--- config.mk ---
export PLATFORM = sky130hd
export DESIGN_NAME = telemetry_packet_framer_crc8_unit
export DESIGN_NICKNAME = d
export VERILOG_FILES = /design/src/hw/rtl/tpf_pkg.sv /design/src/hw/rtl/telemetry_packet_framer_crc8_unit.sv /design/src/hw/rtl/tpf_front.sv /design/src/hw/rtl/tpf_queue.sv /design/src/hw/rtl/tpf_back.sv
export SDC_FILE = /design/constraint.sdc
export NUM_CORES = 1
export LEC_CHECK = 0
export CAP_MARGIN = 20
export CORE_MARGIN = 2
export CORE_UTILIZATION = 63
export CTS_CLUSTER_SIZE = 30
export DETAILED_ROUTE_END_ITERATION = 12
export DONT_BUFFER_PORTS = 1
export PLACE_DENSITY = 0.78
export SLEW_MARGIN = 40
export SYNTH_ARGS = -nofsm -noshare
export SYNTH_HDL_FRONTEND = slang
export SYNTH_SLANG_ARGS = --single-unit
--- constraint.sdc ---
create_clock -name clk -period 8.19 [get_ports clk]
set_input_delay 1.2285 -clock clk [delete_from_list [all_inputs] [get_ports clk]]
set_output_delay 1.2285 -clock clk [all_outputs]
set_load 0.05 [all_outputs]
--- src/hw/rtl/tpf_pkg.sv ---
`timescale 1ns / 1ps
// ----------------------------------------------------------------------------
// tpf_pkg: shared types and constants of the telemetry packet framer
// Item layout, opcodes, frame layout, frame descriptor and the CRC-8 step.
// ----------------------------------------------------------------------------
package tpf_pkg;

  // Input item fields
  localparam int unsigned OPCODE_W  = 2;
  localparam int unsigned BUTTON_W  = 7;
  localparam int unsigned TEMP_W    = 16;
  localparam int unsigned IN_DATA_W = 32;

  // Output item and configuration port
  localparam int unsigned BYTE_W     = 8;
  localparam int unsigned NODE_ID_W  = 16;
  localparam int unsigned SEQ_W      = 8;
  localparam int unsigned CFG_ADDR_W = 3;
  localparam int unsigned CFG_DATA_W = 32;

  localparam logic [NODE_ID_W-1:0] NODE_ID_RESET = 16'hD281;

  // Register index of node_id on the configuration port
  localparam logic REG_NODE_ID = 1'b0;

  // CRC-8, polynomial x^8 + x^2 + x + 1, init 0, MSB first
  localparam logic [BYTE_W-1:0] CRC_POLY = 8'h07;
  localparam logic [BYTE_W-1:0] CRC_INIT = 8'h00;

  // Options byte: bit 1 always set, bit 0 carries the ack request
  localparam logic [BYTE_W-1:0] OPT_CRC = 8'h02;

  // Frame layout
  localparam int unsigned FRAME_LEN = 8;
  localparam int unsigned IDX_W     = $clog2(FRAME_LEN);

  localparam logic [IDX_W-1:0] BYTE_ID_HI  = 3'd0;
  localparam logic [IDX_W-1:0] BYTE_ID_LO  = 3'd1;
  localparam logic [IDX_W-1:0] BYTE_SEQ    = 3'd2;
  localparam logic [IDX_W-1:0] BYTE_OPT    = 3'd3;
  localparam logic [IDX_W-1:0] BYTE_TEMP_L = 3'd4;
  localparam logic [IDX_W-1:0] BYTE_TEMP_H = 3'd5;
  localparam logic [IDX_W-1:0] BYTE_BUTTON = 3'd6;
  localparam logic [IDX_W-1:0] BYTE_CRC    = 3'd7;

  // Descriptor queue between front and back
  localparam int unsigned QUEUE_DEPTH = 2;
  localparam int unsigned QPTR_W      = $clog2(QUEUE_DEPTH);
  localparam int unsigned QCNT_W      = $clog2(QUEUE_DEPTH + 1);

  typedef enum logic [OPCODE_W-1:0] {
    OP_BUTTON = 2'd0,
    OP_ACK    = 2'd1,
    OP_SEND   = 2'd2
  } opcode_t;

  // Everything the back end needs to frame one packet
  typedef struct packed {
    logic [NODE_ID_W-1:0] node_id;
    logic [SEQ_W-1:0]     seq;
    logic                 ack;
    logic [TEMP_W-1:0]    temp;
    logic [BUTTON_W-1:0]  buttons;
  } frame_desc_t;

  // Fold one byte into the running CRC
  function automatic logic [BYTE_W-1:0] crc8_byte(input logic [BYTE_W-1:0] crc,
                                                  input logic [BYTE_W-1:0] b);
    logic [BYTE_W-1:0] v;
    v = crc ^ b;
    for (int i = 0; i < BYTE_W; i++) begin
      if (v[BYTE_W-1]) begin
        v = {v[BYTE_W-2:0], 1'b0} ^ CRC_POLY;
      end else begin
        v = {v[BYTE_W-2:0], 1'b0};
      end
    end
    return v;
  endfunction

endpackage

--- src/hw/rtl/telemetry_packet_framer_crc8_unit.sv ---
`timescale 1ns / 1ps
// ----------------------------------------------------------------------------
// telemetry_packet_framer_crc8_unit: telemetry packet framer with CRC-8
// Latches button events and ack requests and frames 8-byte packets on send.
// ----------------------------------------------------------------------------
// Button-event and ack-tick items are taken one per cycle while the queue
// has room and produce no output. A send item is taken likewise and queued;
// the serializer then emits its eight bytes at one byte per cycle while
// out_tready is high (node id high, node id low, sequence, options,
// temperature low, temperature high, buttons, CRC), with tlast on the CRC
// byte, back to back with the next queued packet. The serializer thus sets
// the sustained send rate; a two-entry descriptor queue lets intake run
// ahead; in_tready drops only while that queue is full. node_id sits at byte
// address 0 of the register port and is to be written only while idle.
// ----------------------------------------------------------------------------
module telemetry_packet_framer_crc8_unit (
  input  logic                           clk,
  input  logic                           rst_n,
  // register port
  input  logic                           cfg_psel,
  input  logic                           cfg_penable,
  input  logic                           cfg_pwrite,
  input  logic [tpf_pkg::CFG_ADDR_W-1:0] cfg_paddr,
  input  logic [tpf_pkg::CFG_DATA_W-1:0] cfg_pwdata,
  output logic [tpf_pkg::CFG_DATA_W-1:0] cfg_prdata,
  output logic                           cfg_pready,
  // input items
  input  logic                           in_tvalid,
  output logic                           in_tready,
  // [1:0] opcode, [8:2] button_events, [24:9] temperature, [31:25] zero
  input  logic [tpf_pkg::IN_DATA_W-1:0]  in_tdata,
  // result items
  output logic                           out_tvalid,
  input  logic                           out_tready,
  // [7:0] packet_byte
  output logic [tpf_pkg::BYTE_W-1:0]     out_tdata,
  // last_byte
  output logic                           out_tlast
);
  import tpf_pkg::*;

  logic        push_valid;
  logic        push_ready;
  frame_desc_t push_desc;
  logic        pop_valid;
  logic        pop_ready;
  frame_desc_t pop_desc;

  tpf_front u_front (
    .clk         (clk),
    .rst_n       (rst_n),
    .cfg_psel    (cfg_psel),
    .cfg_penable (cfg_penable),
    .cfg_pwrite  (cfg_pwrite),
    .cfg_paddr   (cfg_paddr),
    .cfg_pwdata  (cfg_pwdata),
    .cfg_prdata  (cfg_prdata),
    .cfg_pready  (cfg_pready),
    .in_tvalid   (in_tvalid),
    .in_tready   (in_tready),
    .in_tdata    (in_tdata),
    .push_valid  (push_valid),
    .push_ready  (push_ready),
    .push_desc   (push_desc)
  );

  // The front drives valid; ready comes back from the queue
  tpf_queue u_queue (
    .clk        (clk),
    .rst_n      (rst_n),
    .push_valid (push_valid),
    .push_ready (push_ready),
    .push_desc  (push_desc),
    .pop_valid  (pop_valid),
    .pop_ready  (pop_ready),
    .pop_desc   (pop_desc)
  );

  tpf_back u_back (
    .clk        (clk),
    .rst_n      (rst_n),
    .pop_valid  (pop_valid),
    .pop_ready  (pop_ready),
    .pop_desc   (pop_desc),
    .out_tvalid (out_tvalid),
    .out_tready (out_tready),
    .out_tdata  (out_tdata),
    .out_tlast  (out_tlast)
  );

endmodule

--- src/hw/rtl/tpf_front.sv ---
`timescale 1ns / 1ps
// ----------------------------------------------------------------------------
// tpf_front: item intake and sticky state of the framer
// Holds node_id, sequence number, button latches and the ack request, and
// pushes one frame descriptor into the queue for every send item.
// ----------------------------------------------------------------------------
module tpf_front (
  input  logic                           clk,
  input  logic                           rst_n,
  // configuration port
  input  logic                           cfg_psel,
  input  logic                           cfg_penable,
  input  logic                           cfg_pwrite,
  input  logic [tpf_pkg::CFG_ADDR_W-1:0] cfg_paddr,
  input  logic [tpf_pkg::CFG_DATA_W-1:0] cfg_pwdata,
  output logic [tpf_pkg::CFG_DATA_W-1:0] cfg_prdata,
  output logic                           cfg_pready,
  // input items
  input  logic                           in_tvalid,
  output logic                           in_tready,
  input  logic [tpf_pkg::IN_DATA_W-1:0]  in_tdata,
  // descriptor queue write side
  output logic                           push_valid,
  input  logic                           push_ready,
  output tpf_pkg::frame_desc_t           push_desc
);
  import tpf_pkg::*;

  logic [NODE_ID_W-1:0] node_id_r, node_id_nxt;
  logic [SEQ_W-1:0]     seq_r, seq_nxt;
  logic [BUTTON_W-1:0]  button_r, button_nxt;
  logic                 ack_r, ack_nxt;

  logic                 cfg_wr;
  logic                 accept;
  logic [OPCODE_W-1:0]  opcode;
  logic [BUTTON_W-1:0]  events;
  logic [TEMP_W-1:0]    temp;

  // Unpack the item
  assign opcode = in_tdata[OPCODE_W-1:0];
  assign events = in_tdata[OPCODE_W +: BUTTON_W];
  assign temp   = in_tdata[OPCODE_W+BUTTON_W +: TEMP_W];

  // Register access
  assign cfg_pready = 1'b1;
  assign cfg_wr     = cfg_psel && cfg_penable && cfg_pwrite && cfg_pready;
  assign cfg_prdata = (cfg_paddr[2] == REG_NODE_ID) ?
                      {{(CFG_DATA_W-NODE_ID_W){1'b0}}, node_id_r} : '0;

  // Stall only when the queue has no room for a descriptor
  assign in_tready  = push_ready;
  assign accept     = in_tvalid && in_tready;
  assign push_valid = accept && (opcode == OP_SEND);

  assign push_desc.node_id = node_id_r;
  assign push_desc.seq     = seq_r;
  assign push_desc.ack     = ack_r;
  assign push_desc.temp    = temp;
  assign push_desc.buttons = button_r;

  // Update sticky state per opcode
  always_comb begin
    node_id_nxt = node_id_r;
    seq_nxt     = seq_r;
    button_nxt  = button_r;
    ack_nxt     = ack_r;
    if (cfg_wr && (cfg_paddr[2] == REG_NODE_ID)) begin
      node_id_nxt = cfg_pwdata[NODE_ID_W-1:0];
    end
    if (accept) begin
      case (opcode)
        OP_BUTTON: begin
          button_nxt = button_r | events;
        end
        OP_ACK: begin
          ack_nxt = 1'b1;
        end
        OP_SEND: begin
          seq_nxt    = seq_r + 1'b1;
          button_nxt = '0;
          ack_nxt    = 1'b0;
        end
        default: begin
          // unused opcode: drop the item
        end
      endcase
    end
  end

  always_ff @(posedge clk) begin
    if (!rst_n) begin
      node_id_r <= NODE_ID_RESET;
      seq_r     <= '0;
      button_r  <= '0;
      ack_r     <= 1'b0;
    end else begin
      node_id_r <= node_id_nxt;
      seq_r     <= seq_nxt;
      button_r  <= button_nxt;
      ack_r     <= ack_nxt;
    end
  end

endmodule

--- src/hw/rtl/tpf_queue.sv ---
`timescale 1ns / 1ps
// ----------------------------------------------------------------------------
// tpf_queue: frame descriptor queue
// Short FIFO that decouples item intake from byte serialization.
// ----------------------------------------------------------------------------
module tpf_queue (
  input  logic                 clk,
  input  logic                 rst_n,
  input  logic                 push_valid,
  output logic                 push_ready,
  input  tpf_pkg::frame_desc_t push_desc,
  output logic                 pop_valid,
  input  logic                 pop_ready,
  output tpf_pkg::frame_desc_t pop_desc
);
  import tpf_pkg::*;

  frame_desc_t         entry_r [QUEUE_DEPTH];
  logic [QPTR_W-1:0]   wr_ptr_r, wr_ptr_nxt;
  logic [QPTR_W-1:0]   rd_ptr_r, rd_ptr_nxt;
  logic [QCNT_W-1:0]   count_r, count_nxt;
  logic                do_push, do_pop;

  assign push_ready = (count_r != QCNT_W'(QUEUE_DEPTH));
  assign pop_valid  = (count_r != '0);
  assign pop_desc   = entry_r[rd_ptr_r];

  assign do_push = push_valid && push_ready;
  assign do_pop  = pop_valid && pop_ready;

  // Advance pointers and occupancy
  always_comb begin
    wr_ptr_nxt = wr_ptr_r;
    rd_ptr_nxt = rd_ptr_r;
    count_nxt  = count_r;
    if (do_push) begin
      wr_ptr_nxt = (wr_ptr_r == QPTR_W'(QUEUE_DEPTH - 1)) ? '0 : wr_ptr_r + 1'b1;
    end
    if (do_pop) begin
      rd_ptr_nxt = (rd_ptr_r == QPTR_W'(QUEUE_DEPTH - 1)) ? '0 : rd_ptr_r + 1'b1;
    end
    if (do_push && !do_pop) begin
      count_nxt = count_r + 1'b1;
    end else if (do_pop && !do_push) begin
      count_nxt = count_r - 1'b1;
    end
  end

  always_ff @(posedge clk) begin
    if (!rst_n) begin
      wr_ptr_r <= '0;
      rd_ptr_r <= '0;
      count_r  <= '0;
    end else begin
      wr_ptr_r <= wr_ptr_nxt;
      rd_ptr_r <= rd_ptr_nxt;
      count_r  <= count_nxt;
    end
  end

  // Store the descriptor
  always_ff @(posedge clk) begin
    if (do_push) begin
      entry_r[wr_ptr_r] <= push_desc;
    end
  end

endmodule

--- src/hw/rtl/tpf_back.sv ---
`timescale 1ns / 1ps
// ----------------------------------------------------------------------------
// tpf_back: packet byte serializer
// Walks one descriptor through its eight bytes, folds each into the CRC and
// drives the result items from an output register.
// ----------------------------------------------------------------------------
module tpf_back (
  input  logic                       clk,
  input  logic                       rst_n,
  input  logic                       pop_valid,
  output logic                       pop_ready,
  input  tpf_pkg::frame_desc_t       pop_desc,
  output logic                       out_tvalid,
  input  logic                       out_tready,
  output logic [tpf_pkg::BYTE_W-1:0] out_tdata,
  output logic                       out_tlast
);
  import tpf_pkg::*;

  frame_desc_t        frame_r, frame_nxt;
  logic               active_r, active_nxt;
  logic [IDX_W-1:0]   idx_r, idx_nxt;
  logic [BYTE_W-1:0]  crc_r, crc_nxt;
  logic               valid_r, valid_nxt;
  logic [BYTE_W-1:0]  data_r, data_nxt;
  logic               last_r, last_nxt;

  logic               load;
  logic               at_last;
  logic [BYTE_W-1:0]  cur_byte;

  assign at_last   = (idx_r == BYTE_CRC);
  assign load      = active_r && (!valid_r || out_tready);
  assign pop_ready = !active_r || (load && at_last);

  // Pick the byte at the current position
  always_comb begin
    case (idx_r)
      BYTE_ID_HI:  cur_byte = frame_r.node_id[NODE_ID_W-1 -: BYTE_W];
      BYTE_ID_LO:  cur_byte = frame_r.node_id[BYTE_W-1:0];
      BYTE_SEQ:    cur_byte = frame_r.seq;
      BYTE_OPT:    cur_byte = OPT_CRC | {{(BYTE_W-1){1'b0}}, frame_r.ack};
      BYTE_TEMP_L: cur_byte = frame_r.temp[BYTE_W-1:0];
      BYTE_TEMP_H: cur_byte = frame_r.temp[TEMP_W-1 -: BYTE_W];
      BYTE_BUTTON: cur_byte = {{(BYTE_W-BUTTON_W){1'b0}}, frame_r.buttons};
      BYTE_CRC:    cur_byte = crc_r;
      default:     cur_byte = crc_r;
    endcase
  end

  // Sequence bytes, running CRC and the output register
  always_comb begin
    frame_nxt  = frame_r;
    active_nxt = active_r;
    idx_nxt    = idx_r;
    crc_nxt    = crc_r;
    valid_nxt  = valid_r;
    data_nxt   = data_r;
    last_nxt   = last_r;

    if (load) begin
      valid_nxt = 1'b1;
      data_nxt  = cur_byte;
      last_nxt  = at_last;
      idx_nxt   = idx_r + 1'b1;
      crc_nxt   = crc8_byte(crc_r, cur_byte);
      if (at_last) begin
        active_nxt = 1'b0;
      end
    end else if (out_tready) begin
      valid_nxt = 1'b0;
    end

    // Take the next descriptor as the current frame ends or while idle
    if (pop_valid && pop_ready) begin
      frame_nxt  = pop_desc;
      active_nxt = 1'b1;
      idx_nxt    = BYTE_ID_HI;
      crc_nxt    = CRC_INIT;
    end
  end

  always_ff @(posedge clk) begin
    if (!rst_n) begin
      active_r <= 1'b0;
      idx_r    <= BYTE_ID_HI;
      crc_r    <= CRC_INIT;
      valid_r  <= 1'b0;
    end else begin
      active_r <= active_nxt;
      idx_r    <= idx_nxt;
      crc_r    <= crc_nxt;
      valid_r  <= valid_nxt;
    end
  end

  always_ff @(posedge clk) begin
    frame_r <= frame_nxt;
    data_r  <= data_nxt;
    last_r  <= last_nxt;
  end

  assign out_tvalid = valid_r;
  assign out_tdata  = data_r;
  assign out_tlast  = last_r;

endmodule
* Word level (Yosys, flattened, before mapping)
Memory sizes are Yosys's and may differ from the RTL's. A register that Yosys moved wholly into a read port is not among the register bits.
Index checks and enable logic that the tools add are counted.
** Storage, ports and cells
- Register bits :: 58
- RAM bits :: 96
- Input bits :: 74
- Output and inout bits :: 44
- Word-level logic and storage cells :: 103
- Memories kept :: 1
** Memories
- u_queue.entry_r :: words 2, bits a word 48, rd ports 1, clocked after memory_dff 1, write ports 1, line tpf_queue.sv:18 : frame_desc_t entry_r [QUEUE_DEPTH];
** Cells by class
- $add $sub $neg :: 6
- Equal/unequal tests :: 10
- Muxes and demuxes :: 30
- Bitwise logic cells :: 12
- Reductions and logical operators :: 31
** Operators by type and width (number)
- $pmux W8 S8 :: 1
- $mux W8 :: 7
- $mux W3 :: 8
- $not A3 Y3 :: 8
- $mux W16 :: 1
- $pmux W7 S2 :: 1
- $reduce_bool A2 Y1 :: 7
- $eq A3 B3 Y1 const B :: 4
- $logic_and A1 B1 Y1 :: 11
- $mux W1 :: 9
- $add A8 B1 Y8 const B :: 1
- $reduce_and A2 Y1 :: 4
- $xor A8 B8 Y8 :: 1
- $or A7 B7 Y7 :: 1
- $eq A3 B2 Y1 const B :: 2
- $logic_not A1 Y1 :: 4
- $mux W2 :: 2
- $add A3 B1 Y3 const B :: 1
- $eq A3 B1 Y1 const B :: 1
- $logic_not A3 Y1 :: 1
- $add A1 B1 Y1 const B :: 2
- $add A2 B1 Y2 const B :: 1
- $eq A2 B1 Y1 const B :: 1
- $eq A2 B2 Y1 const B :: 1
- other kinds (7) :: 9

* Logic depth before layout (Yosys ltp)
Gate-level depths: netlist (run 1).
- Word-level depth :: 26
- Depth in mapped cells :: 11
- Mapped depth without buffers :: 9

* Modules after synthesis
Synthesis (run 1) repeated with hierarchy kept, for this count alone.
** Unflattened totals
- Cell total of the unflattened synthesis :: 575
- Area total of the unflattened synthesis :: 8255.4 µm²
** By module, submodules not included
- tpf_queue :: times used 1, cells an instance 173, area an instance 3706.1 µm², seq. area each 2982.9 µm²
- tpf_back :: times used 1, cells an instance 207, area an instance 2965.3 µm², seq. area each 1971.9 µm²
- tpf_front :: times used 1, cells an instance 195, area an instance 1584.0 µm², seq. area each 640.6 µm²

* Least setup slack after synthesis (run 1)
No wires, ideal clock.
- Kind :: input-to-reg
- Start :: in in_tdata[0] (netlist name)
- End :: mem u_queue.entry_r[0][0] (netlist name), enable pin
- Library setup time :: 0.454 ns
- Data arrival time :: 3.590 ns
- Required time :: 7.736 ns
- Slack :: 4.147 ns
- Stages on the path :: 4
- Buffers on the path :: 0
- Cells stage by stage :: inv_1 > ha_1 > nand2_1 > nor2_1
** Between the ends
- Cells in the longest elaborated chain, start to end :: 5
** Ends and longest elaborated chain
- start: declaration :: line telemetry_packet_framer_crc8_unit.sv:31 : input logic [tpf_pkg::IN_DATA_W-1:0] in_tdata,
- $eq A2 B2 Y1 :: line tpf_front.sv:54 : assign push_valid = accept && (opcode == OP_SEND);
- $logic_and A1 B1 Y1 :: line tpf_front.sv:54
- $logic_and A1 B1 Y1 :: line tpf_queue.sv:28 : assign do_push = push_valid && push_ready;
- $mux W1 :: line tpf_queue.sv:63 : if (do_push) begin
- $mux W1 (not written as such) :: line tpf_queue.sv:64 : entry_r[wr_ptr_r] <= push_desc;
- end: declaration :: line tpf_queue.sv:18
No other way between the ends.

* Worst setup path after layout (run 1)
- Start :: reg u_back.idx_r[2]
- End :: reg u_back.crc_r[7]
** Between the ends
- Elaborated cells between the ends (all ways) :: 26
- Those cells by class :: eq/ne (7); mux (11); bitwise (3); reduce/logical (5)
** RTL lines
- start: declaration :: line tpf_back.sv:22 : logic [IDX_W-1:0] idx_r, idx_nxt;
- start signal: assignment :: line tpf_back.sv:91 : idx_r <= idx_nxt;
- $eq A3 B3 Y1 (tied with other cells) :: line tpf_back.sv:38 : case (idx_r)
- $pmux W8 S8 * :: line tpf_back.sv:38
- net u_back.cur_byte[6] :: line tpf_back.sv:30 : logic [BYTE_W-1:0] cur_byte;
- $xor A8 B8 Y8 * :: line tpf_pkg.sv:70 : v = crc ^ b;
- $mux W8 * :: line tpf_back.sv:61 : if (load) begin
- $mux W3 * :: line tpf_pkg.sv:72 : if (v[BYTE_W-1]) begin
- $mux W8 * :: line tpf_back.sv:61
- $not A3 Y3 (no source line)
- $mux W3 * :: line tpf_pkg.sv:72
- $mux W8 * (5 in series) :: line tpf_back.sv:61
- end signal: assignment :: line tpf_back.sv:92 : crc_r <= crc_nxt;
- end: declaration :: line tpf_back.sv:23 : logic [BYTE_W-1:0] crc_r, crc_nxt;
The timed path passes the listed nets; every way through them passes the cells marked *. The select of a mux whose other input is x is not followed.
A chain may end at the register's enable or synchronous reset.

==> results of run 1 <==
[through the flow]
step           worst slack, ns  cells  util, %  hold slack (ns)
3_5_place_dp              4.52    714     65.3            0.454
2_1_floorplan             4.15    578        -            0.426
6_report                  4.49    750     70.5            0.462
4_1_cts                   4.50    750     70.5            0.468
3_3_place_gp              4.58    714     65.0            0.444
5_1_grt                   4.29    750     70.5            0.479
[flip-flops by register name, summed over array words and instances (netlist names)]
| signal | flops |
|---|---|
| u_back.idx_r | 3 |
| u_back.out_tvalid | 1 |
| u_queue.count_r | 2 |
| u_back.frame_r | 48 |
| u_back.active_r | 1 |
| u_front.ack_r | 1 |
| u_front.seq_r | 8 |
| u_back.out_tdata | 8 |
| u_front.node_id_r | 16 |
| u_queue.entry_r | 96 |
| u_queue.rd_ptr_r | 1 |
| u_back.out_tlast | 1 |
| u_queue.wr_ptr_r | 1 |
| u_back.crc_r | 8 |
| u_front.button_r | 7 |
[worst max-delay path by stage]
stage,endpoint,cells after the start,slack (ns)
detailed placement,u_back.crc_r[7]$_SDFFE_PP0P_,9,4.52
finish,u_back.crc_r[7]$_SDFFE_PP0P_,9,4.49
global placement,u_back.crc_r[7]$_SDFFE_PP0P_,9,4.58
floorplan,u_queue.entry_r[0][0]$_DFFE_PP_,4,4.15
CTS,u_back.crc_r[7]$_SDFFE_PP0P_,9,4.50
global route,u_back.crc_r[7]$_SDFFE_PP0P_,9,4.29
[synthesized netlist by cell type (2+ instances only)]
cell type    n
a22o_1       3
nor3_1       6
a222oi_1     3
xnor3_1      2
nor3_2       2
inv_1        8
or3_1        7
clkinv_1     2
nor2b_1     16
a221o_1      3
o21ai_1      3
or2_2        2
xnor2_1     13
mux2_2      53
mux2i_1      5
clkbuf_1    11
edfxtp_1   153
a22oi_1      5
buf_4       18
a21o_1       3
nand4_1      3
a21oi_1     33
xnor2_2      2
ha_1        10
buf_1        5
o21ai_0      9
buf_6        3
a31oi_4      2
nand2_1     53
dfxtp_1     49
nand3_1      9
and2_1       4
a221oi_1     3
buf_2        2
conb_1       2
xor2_1       8
nor2_1      25
nand2b_1     5
a31oi_2      4
[cell type report]
cell class | count | area share, %
Clock buffer | 30 | 6.51
Clock inverter | 6 | 0.844
Inverter | 10 | 0.422
Multi-Input combinational cell | 327 | 26.9
Sequential cell | 202 | 62.7
Tap cell | 172 | 2.42
Timing Repair Buffer | 3 | 0.253
[cells by family (layout without fill, tap and decap cells)]
kind of cell | count (synthesis) | in the layout | synth area share, %
fa+ha+maj | 10 | 10 | 1.54
compound gates | 78 | 78 | 6.92
mux | 58 | 58 | 7.95
buf+inv | 49 | 49 | 3.40
flops | 202 | 202 | 68.5
xor+xnor | 25 | 25 | 3.21
other cells | 2 | 17 | 0.0923
simple gates | 139 | 139 | 8.37
[layer usage]
metal  track usage, %  vias to the layer above  routed length, um
met1             26.4                     2144               5820
met2             36.3                      149               7280
met3             3.34                       26                738
met5                0                        -                  0
li1                 -                     2035                  -
met4             6.40                        0                315
[power by group]
| part | total, W | internal (W) | switching, W |
|---|---|---|---|
| combinational | 0.000876 | 0.000390 | 0.000486 |
| clock | 0.000896 | 0.000550 | 0.000347 |
| sequential | 0.00150 | 0.00132 | 0.000175 |
[worst max-delay path, cell delays in order, from the launching register on]
cell	delay (ns)
dfxtp_1	0.78
inv_1	0.24
ha_1	0.30
or4_4	0.60
or2_1	0.44
a31oi_4	0.25
xnor2_1	0.24
xnor3_1	0.29
or3_1	0.32
a21oi_1	0.16
==> results by group, run 1 <==
Clock network
  • Post-cts resize count: 0
  • Clock sink count: about 200
  • Htree depth: 1
  • Worst-skew pair later-pin latency: around 0.48 ns
  • Clock root buffer: clkbuf_16
  • Worst-path clk slew: 0.06 ns
  • Post-CTS setup buffers: 0
  • CTS tree: built
  • Hold_buf cts: 0
  • CTS buffer count: 20
  • Clock buffer depth: 3

Power and ir drop
  • Post-layout total power: between 0.003 and 0.004 W
  • Static leakage: around 3.0 nW
  • Power per cell area: about 370 nW/um^2
  • VDD IR max: ~0.00020 V

Die
  • Die H: ~120 um
  • Num rows: between 40 and 50
  • Die area: roughly 14000 sq um
  • Core area: 12600 sq um
  • Chip width: ~120 um
  • Starting Density: roughly 64%
  • Ports: about 120

Logic synthesis
  • Mapped Area: roughly 8000 sq um
  • Synth Flop Type: edfxtp_1
  • Yosys warns: 0
  • Syn Inst Count: between 500 and 600
  • Register area share after synthesis: between 60% and 70%
  • Leading area contributor after synthesis: edfxtp_1
  • Avg Cell Area, Syn: about 14 sq um
  • Yosys reg bits: 202
  • Dominant cells by area after synthesis: edfxtp_1, dfxtp_1, mux2_2
  • Post-synth top area share: between 50% and 60%
  • Distinct cells, synth: 53
  • Asr flop ratio synth: 0%
  • Post-synth EDFFs: between 150 and 200

Drt
  • Post-DR wirelength/cell: around 19 um
  • Post-route ant nets: 0
  • Vias: between 4000 and 5000
  • Drt pass-1 iters: 5
  • Vias per inst: between 5 and 6
  • Final wirelength: ~14000 um
  • Initial drt markers: roughly 340
  • DR DRC count: 0

Worst setup path
  • FF-to-FF path depth: 9
  • WP data arrival: slightly above 4 ns
  • CP Capture Type: register
  • Register-to-register setup slack: 4.49 ns
  • Crit Path Max Fanout: 18
  • Reg2reg end: u_back.crc_r[7]$_SDFFE_PP0P_
  • Setup crit start: u_back.idx_r[2]$_SDFFE_PP0P_
  • CP Launch Type: register
  • Worst flop-to-flop path startpoint: u_back.idx_r[2]$_SDFFE_PP0P_
  • Kind of critical path: register to register
  • Critical Path RT: 8.60 ns

Run
  • Max-cap violations: 0

Run status
  • Outcome: completed

GRT
  • Vias in the first global route: ~4400
  • GRT Residual Overflow: 0
  • Global-route wire length before repair: roughly 22000 um
  • Initial antenna violation count: 0
  • Largest net degree at the start of global routing: 50
  • GRT Total Usage: 20.6%

Timing
  • Hold Violations, Final: 0
  • Fin crit share: 45.1%
  • Slew @ Worst Pin: 0.793 ns
  • Setup TNS: 0 ns
  • Max-slew headroom: between 40% and 50%
  • Min cycle time layout: 3.70 ns
  • Fmax: between 200 and 300 MHz
  • Clock Skew: approximately 0.019 ns
  • Final Max Slew Viols: 0
  • # setup viols final: 0
  • RSZ-0062 raised after global routing: false

Worst hold path
  • Hold path depth: 0
  • Hold Path Sink: u_queue.entry_r[1][3]$_DFFE_PP_
  • Min-delay src: u_front.button_r[3]$_SDFFE_PN0P_
  • HP Class: register to register

Cells and area
  • Layout cell share with drive strength beyond 1: about 20%
  • Diodes inserted: 0
  • Commonest non-fill, non-tap cell in the layout: edfxtp_1
  • Number of fill cells: about 800
  • Final instance area: between 8000 and 9000 sq um
  • Synth-to-layout area growth: 9.38%
  • Most frequent cells in the layout: edfxtp_1, nand2_1, mux2_2
  • Fin nets: approximately 650
  • Multi-input logic area: about 2400 sq um
  • Register area: ~5600 sq um

Placed design
  • Post-DP Area: between 8000 and 9000 sq um
  • Placer Congestion: ~0.83
  • IO Port Bufs: 0
  • Dpl hpwl: 9170 um
No activity file was read; power rests on OpenSTA's default activity.
==> run 2: changes to the inputs <==
--- a/config.mk
+++ b/config.mk
@@ -7,11 +7,11 @@
 export LEC_CHECK = 0
 export CAP_MARGIN = 20
 export CORE_MARGIN = 2
-export CORE_UTILIZATION = 63
+export CORE_UTILIZATION = 57
 export CTS_CLUSTER_SIZE = 30
 export DETAILED_ROUTE_END_ITERATION = 12
 export DONT_BUFFER_PORTS = 1
-export PLACE_DENSITY = 0.78
+export PLACE_DENSITY = 0.74
 export SLEW_MARGIN = 40
 export SYNTH_ARGS = -nofsm -noshare
 export SYNTH_HDL_FRONTEND = slang
==> constraint.sdc (replaced) <==
create_clock -name clk -period 3.2 [get_ports clk]
set_input_delay 0.48 -clock clk [delete_from_list [all_inputs] [get_ports clk]]
set_output_delay 0.48 -clock clk [all_outputs]
set_load 0.05 [all_outputs]
==> results by group, run 2 (synthesis gave the netlist of run 1 again) <==
Run status
  • Outcome: completed

Placed design
  • Post-DP Area: 8340 sq um (+1.1%)
  • IO Port Bufs: 0 (unchanged)
  • Pre-CTS WS: 0.148 ns (-4.37 ns)
  • Dpl cells: 733 (+2.7%)
  • Placer Congestion: 0.879 (+6.1%)
  • Dpl hpwl: 9170 um (about the same)

GRT
  • Largest net degree at the start of global routing: 49 (-2.0%)
  • Vias in the first global route: 4169 (-5.1%)
  • GRT Residual Overflow: 0 (unchanged)
  • Global-route wire length before repair: 21600 um (-3.8%)
  • GRT Total Usage: 18.5% (-2.1 points)
  • Initial antenna violation count: 0 (unchanged)

Die
  • Chip width: 123 um (+5.0%)
  • Die area: 15200 sq um (+10%)
  • Num rows: 43 (+4.9%)
  • Ports: 118 (unchanged)
  • Core area: 13900 sq um (+10%)
  • Die H: 123 um (+5.0%)
  • Starting Density: 58.4% (-6.1 points)

Power and ir drop
  • Power per cell area: 944 nW/um^2 (+160%)
  • Static leakage: 3.09 nW (+2.2%)
  • VDD IR max: 0.000482 V (+150%)

Clock network
  • Clock root buffer: clkbuf_16
  • CTS buffer count: 21 (+5.0%)
  • CTS tree: built
  • Post-CTS setup buffers: 0 (unchanged)
  • Worst-path clk slew: 0.06 ns (about the same)
  • Clock sink count: 202 (unchanged)
  • Worst-skew pair later-pin latency: 0.48 ns (about the same)
  • Clock buffer depth: 3 (unchanged)
  • Htree depth: 1 (unchanged)

Drt
  • Drt pass-1 iters: 5 (unchanged)
  • DR DRC count: 0 (unchanged)
  • Post-route ant nets: 0 (unchanged)
  • Post-DR wirelength/cell: 17.9 um (-5.2%)
  • Final wirelength: 13800 um (-2.7%)
  • Initial drt markers: 322 (-6.1%)
  • Vias: 4292 (-1.4%)
  • Vias per inst: 5.57 (-4.0%)

Cells and area
  • Final instance area: 9030 sq um (+1.5%)
  • Number of fill cells: 941 (+15%)
  • Largest register by flop count: u_queue.entry_r
  • Commonest non-fill, non-tap cell in the layout: edfxtp_1
  • Non-Filler Instances: 770 (+2.7%)
  • Layout cell share with drive strength beyond 1: 22.4% (+2.3 points)
  • Register area: 5580 sq um (about the same)
  • Max reg flops: 96 (unchanged)
  • Regs by FF count: u_queue.entry_r (96), u_back.frame_r (48), u_front.node_id_r (16)
  • Most frequent cells in the layout: edfxtp_1, nand2_1, mux2_2
  • Multi-input logic area: 2400 sq um (+0.42%)
  • Diodes inserted: 0 (unchanged)
  • Fin nets: 660 (+1.9%)
  • Synth-to-layout area growth: 11.0%

Worst setup path
  • WP data arrival: 3.39 ns (-0.72 ns)
  • Critical Path RT: 3.60 ns (-5.00 ns)
  • CP cell instances: ha_1 -> ha_1 -> or4_4 -> buf_4 -> nor3_2 -> a31oi_4 -> xnor2_2 -> xnor3_1 -> or3_1 -> a21oi_1
  • Slowest CP cell: or4_4
  • Most frequent CP cell: ha_1
  • Slowest stage delay, CP: 0.53 ns (-0.25 ns)
  • CP Launch Type: register
  • Crit Path Max Fanout: 10 (-8)
  • CP Capture Type: register
  • Register-to-register setup slack: 0.22 ns (-4.28 ns)
  • Kind of critical path: register to register

Worst hold path
  • HP Class: input pin to register

Timing
  • Hold Violations, Final: 0 (unchanged)
  • Slew @ Worst Pin: 0.770 ns (-0.0233 ns)
  • Fmax: 335 MHz (+24%)
  • Max-slew headroom: 48.7% (+1.6 points)
  • Final Max Slew Viols: 0 (unchanged)
  • Setup TNS: 0 ns (unchanged)
  • # setup viols final: 0 (unchanged)
  • Fin crit share: 93.2% (+48 points)
  • RSZ-0062 raised after global routing: false
  • Setup ws final: 0.216 ns (-4.28 ns)
  • Clock Skew: 0.00850 ns (-0.0101 ns)
  • Hold Worst Slack: 0.0781 ns (-0.384 ns)
  • Min cycle time layout: 2.98 ns (-0.712 ns)

Run
  • Max-cap violations: 0 (unchanged)
-- run 2: changes by cell type in the layout (fill, tap and decap cells not counted), moves of 2 or more --
cell      previous run  this run
buf_4                3        14
clkbuf_1             7         4
clkinv_1             6         9
dfxtp_2              0         2
-- run 2: final timing paths --
path / from / to / cells past startpoint
setup / recovery: u_back.idx_r[0]$_SDFFE_PP0P_ / u_back.crc_r[7]$_SDFFE_PP0P_ / 10
hold / removal: rst_n / u_front.node_id_r[15]$_SDFFE_PN1P_ / 1
setup reg to reg: u_back.idx_r[0]$_SDFFE_PP0P_ / u_back.crc_r[7]$_SDFFE_PP0P_ / 10
hold reg to reg: u_front.button_r[6]$_SDFFE_PN0P_ / u_queue.entry_r[0][6]$_DFFE_PP_ / 0
-- run 2: layout make-up --
| type | count | share of cell area [%] |
|---|---|---|
| clock inverters | 11 | 1.44 |
| clock buffers | 26 | 6.14 |
| inverters | 10 | 0.416 |
| flip-flops and latches | 202 | 61.8 |
| well taps | 180 | 2.49 |
| repair buffers | 14 | 1.16 |
| multi-input cells | 327 | 26.6 |
-- run 2: what timing repair did --
item	CTS	global route
gates resized for setup	0	4
hold buffers	0	0
setup endpoints to repair	0	1
-- run 2: where the power goes --
group,total (W),internal [W],switching (W),leakage [nW]
sequential,0.00380,0.00339,0.000409,1.80
clock,0.00238,0.00147,0.000916,0.329
combinational,0.00235,0.00107,0.00128,0.957
total,0.00853,0.00592,0.00261,3.09
-- run 2: metrics by stage --
| stage | total power [W] | util (%) |
|---|---|---|
| 3_5_place_dp | 0.00618 | 59.8 |
| 2_1_floorplan | 0.00570 | - |
| 6_report | 0.00853 | 64.8 |
| 5_1_grt | 0.00894 | 64.8 |
| 4_1_cts | 0.00856 | 64.7 |
| 3_3_place_gp | 0.00610 | 59.5 |
-- run 2: routing by layer --
metal	share of wire [%]	up-vias	GRT usage (%)
li1	-	2060	-
met1	43	2114	24.8
met2	51	95	30.8
met3	4.4	23	3.23
met4	1.9	0	5.97
met5	0	-	0
-- run 2: worst max-delay path: cells and delay by family, from the launching register on --
family | cells | cell delay, ns
AO/OA/AOI/OAI | 2 | 0.24
XOR/XNOR | 2 | 0.57
flip-flops | 1 | 0.35
buffers and inverters | 1 | 0.19
AND/OR/NAND/NOR | 3 | 1.10
adder cells (fa/ha/maj) | 2 | 0.47
==> run 3: changes to the inputs <==
--- a/config.mk
+++ b/config.mk
@@ -11,7 +11,8 @@
 export CTS_CLUSTER_SIZE = 30
 export DETAILED_ROUTE_END_ITERATION = 12
 export DONT_BUFFER_PORTS = 1
-export PLACE_DENSITY = 0.74
+export PLACE_DENSITY = 0.75
+export RECOVER_POWER = 100
 export SLEW_MARGIN = 40
 export SYNTH_ARGS = -nofsm -noshare
 export SYNTH_HDL_FRONTEND = slang
==> results by group, run 3 (synthesis gave the netlist of run 1 again) <==
Placed design
  • Dpl hpwl: 9530 um (+4.0%)
  • Placer Congestion: 0.872 (-0.71%)
  • IO Port Bufs: 0 (unchanged)

Power and ir drop
  • VDD IR max: 0.000529 V (+9.9%)
  • Power per cell area: 933 nW/um^2 (-1.2%)
  • Combinational Power Share: 27.6% (about the same)
  • Reg power frac: 45.8% (+1.3 points)
  • Sw frac: 31.3% (+0.73 points)
  • Sw Pwr: 0.00259 W (-0.51%)
  • Clock power frac: 26.7% (-1.2 points)
  • Int Pwr: 0.00569 W (-3.9%)
  • Static leakage: 3.04 nW (-1.6%)

Cells and area
  • Regs by FF count: u_queue.entry_r (96), u_back.frame_r (48), u_front.node_id_r (16)
  • Commonest non-fill, non-tap cell in the layout: edfxtp_1
  • Fin nets: 661 (+0.15%)
  • Most frequent cells in the layout: edfxtp_1, nand2_1, mux2_2
  • Diodes inserted: 0 (unchanged)
  • Synth-to-layout area growth: 9.10%
  • Largest register by flop count: u_queue.entry_r
  • Layout cell share with drive strength beyond 1: 17.4% (-5.0 points)
  • Max reg flops: 96 (unchanged)

Worst setup path
  • CP Depth: 10 (unchanged)
  • WP data arrival: 3.47 ns (+0.08 ns)
  • CP cell instances: inv_1 -> ha_1 -> buf_4 -> a222oi_1 -> a21o_1 -> nand3b_1 -> a32oi_2 -> xnor3_1 -> and2_1 -> o21ai_1
  • Critical Path RT: 3.62 ns (+0.02 ns)
  • Kind of critical path: register to register
  • Buf+Inv Stages, Crit Path: 2 (+1)
  • Slowest CP cell: a222oi_1
  • Crit Path Max Fanout: 9 (-1)
  • CP Launch Type: register
  • Slowest stage delay, CP: 0.51 ns (-0.02 ns)
  • CP Capture Type: register
  • CP top delay family: compound AO/OA/AOI/OAI gates
  • FF-to-FF path depth: 10 (unchanged)
  • Register-to-register setup slack: 0.15 ns (-0.07 ns)

GRT
  • Initial antenna violation count: 0 (unchanged)
  • GRT Total Usage: 19.0% (+0.52 points)
  • Global-route wire length before repair: 22200 um (+2.7%)
  • Largest net degree at the start of global routing: 52 (+6.1%)
  • Vias in the first global route: 4280 (+2.7%)
  • GRT Residual Overflow: 0 (unchanged)

Worst hold path
  • HP Class: input pin to register
  • Hold path depth: 1 (unchanged)

Clock network
  • Clock buffer depth: 3 (unchanged)
  • Worst-path clk slew: 0.06 ns (about the same)
  • Clock root buffer: clkbuf_16
  • Clock sink count: 202 (unchanged)
  • Htree depth: 1 (unchanged)
  • CTS tree: built
  • CTS buffer count: 21 (unchanged)
  • Worst-skew pair later-pin latency: 0.49 ns (about the same)

Die
  • Starting Density: 58.4% (unchanged)
  • Chip width: 123 um (unchanged)
  • Ports: 118 (unchanged)
  • Core area: 13900 sq um (unchanged)
  • Num rows: 43 (unchanged)
  • Die area: 15200 sq um (unchanged)
  • Die H: 123 um (unchanged)

Timing
  • Fmax: 327 MHz (-2.3%)
  • RSZ-0062 raised after global routing: false
  • Clock Skew: 0.00598 ns (-0.00252 ns)
  • Setup TNS: 0 ns (unchanged)
  • Fin crit share: 95.5% (+2.2 points)
  • Final Max Slew Viols: 0 (unchanged)
  • Slew @ Worst Pin: 1.44 ns (+0.674 ns)
  • Max-slew headroom: 3.59% (-45 points)
  • # setup viols final: 0 (unchanged)
  • Hold Worst Slack: 0.0680 ns (-0.0102 ns)
  • Hold Violations, Final: 0 (unchanged)
  • Min cycle time layout: 3.05 ns (+0.0713 ns)

Drt
  • Initial drt markers: 196 (-39%)
  • Post-route ant nets: 0 (unchanged)
  • DR DRC count: 0 (unchanged)
  • Post-DR wirelength/cell: 18.6 um (+3.8%)
  • Final wirelength: 14300 um (+4.1%)
  • Drt pass-1 iters: 5 (unchanged)
  • Vias per inst: 5.61 (+0.67%)
  • Vias: 4332 (+0.93%)

Run
  • Max-cap violations: 0 (unchanged)

Run status
  • Outcome: completed
[run 3: through the flow]
step	area [sq um]	power, W	instances	setup slack (ns)	utilization, %
2_1_floorplan	8200	0.00570	578	0.0965	-
5_1_grt	8880	0.00868	772	0.0269	63.7
3_3_place_gp	8300	0.00611	734	0.198	59.6
4_1_cts	8970	0.00839	772	0.139	64.4
3_5_place_dp	8340	0.00619	734	0.163	59.9
6_report	8880	0.00829	772	0.145	63.7
[run 3: final cells by class]
cell class	instances	area [sq um]
sequential	202	5580
fill	988	5060
multi-input combinational	327	2320
clock buffer	32	597
tap	180	225
timing repair buffer	15	91.3
inverter	10	37.5
clock inverter	6	31.3
[run 3: repair_timing]
item / in CTS / in global routing
endpoints found under the setup margin: 0 / 1
buffers inserted: 0 / 0
hold buffers: 0 / 0
endpoints found under the hold margin: 0 / 0
gates resized for setup: 0 / 1
[run 3: per-layer routing]
layer / vias up / GRT usage (%) / part of all wire (%)
met4: 0 / 6.04 / 2.3
met3: 30 / 3.69 / 4.3
met1: 2136 / 25.1 / 42
met5: - / 0 / 0
li1: 2064 / - / -
met2: 102 / 32.0 / 51
[run 3: power by group through the flow]
stage	registers, W	logic (W)	clock network [W]
4_1_cts	0.00380	0.00235	0.00224
5_1_grt	0.00384	0.00248	0.00235
3_5_place_dp	0.00385	0.00234	0
6_report	0.00379	0.00228	0.00221
2_1_floorplan	0.00374	0.00197	0
3_3_place_gp	0.00383	0.00228	0
[run 3: final timing paths]
kind,start,endpoint
worst max register to register,u_back.idx_r[0]$_SDFFE_PP0P_,u_back.crc_r[4]$_SDFFE_PP0P_
worst max-delay path,u_back.idx_r[0]$_SDFFE_PP0P_,u_back.crc_r[4]$_SDFFE_PP0P_
worst min register to register,u_front.ack_r$_SDFFE_PN0P_,u_queue.entry_r[0][23]$_DFFE_PP_
worst min-delay path,rst_n,u_front.node_id_r[14]$_SDFFE_PN1P_
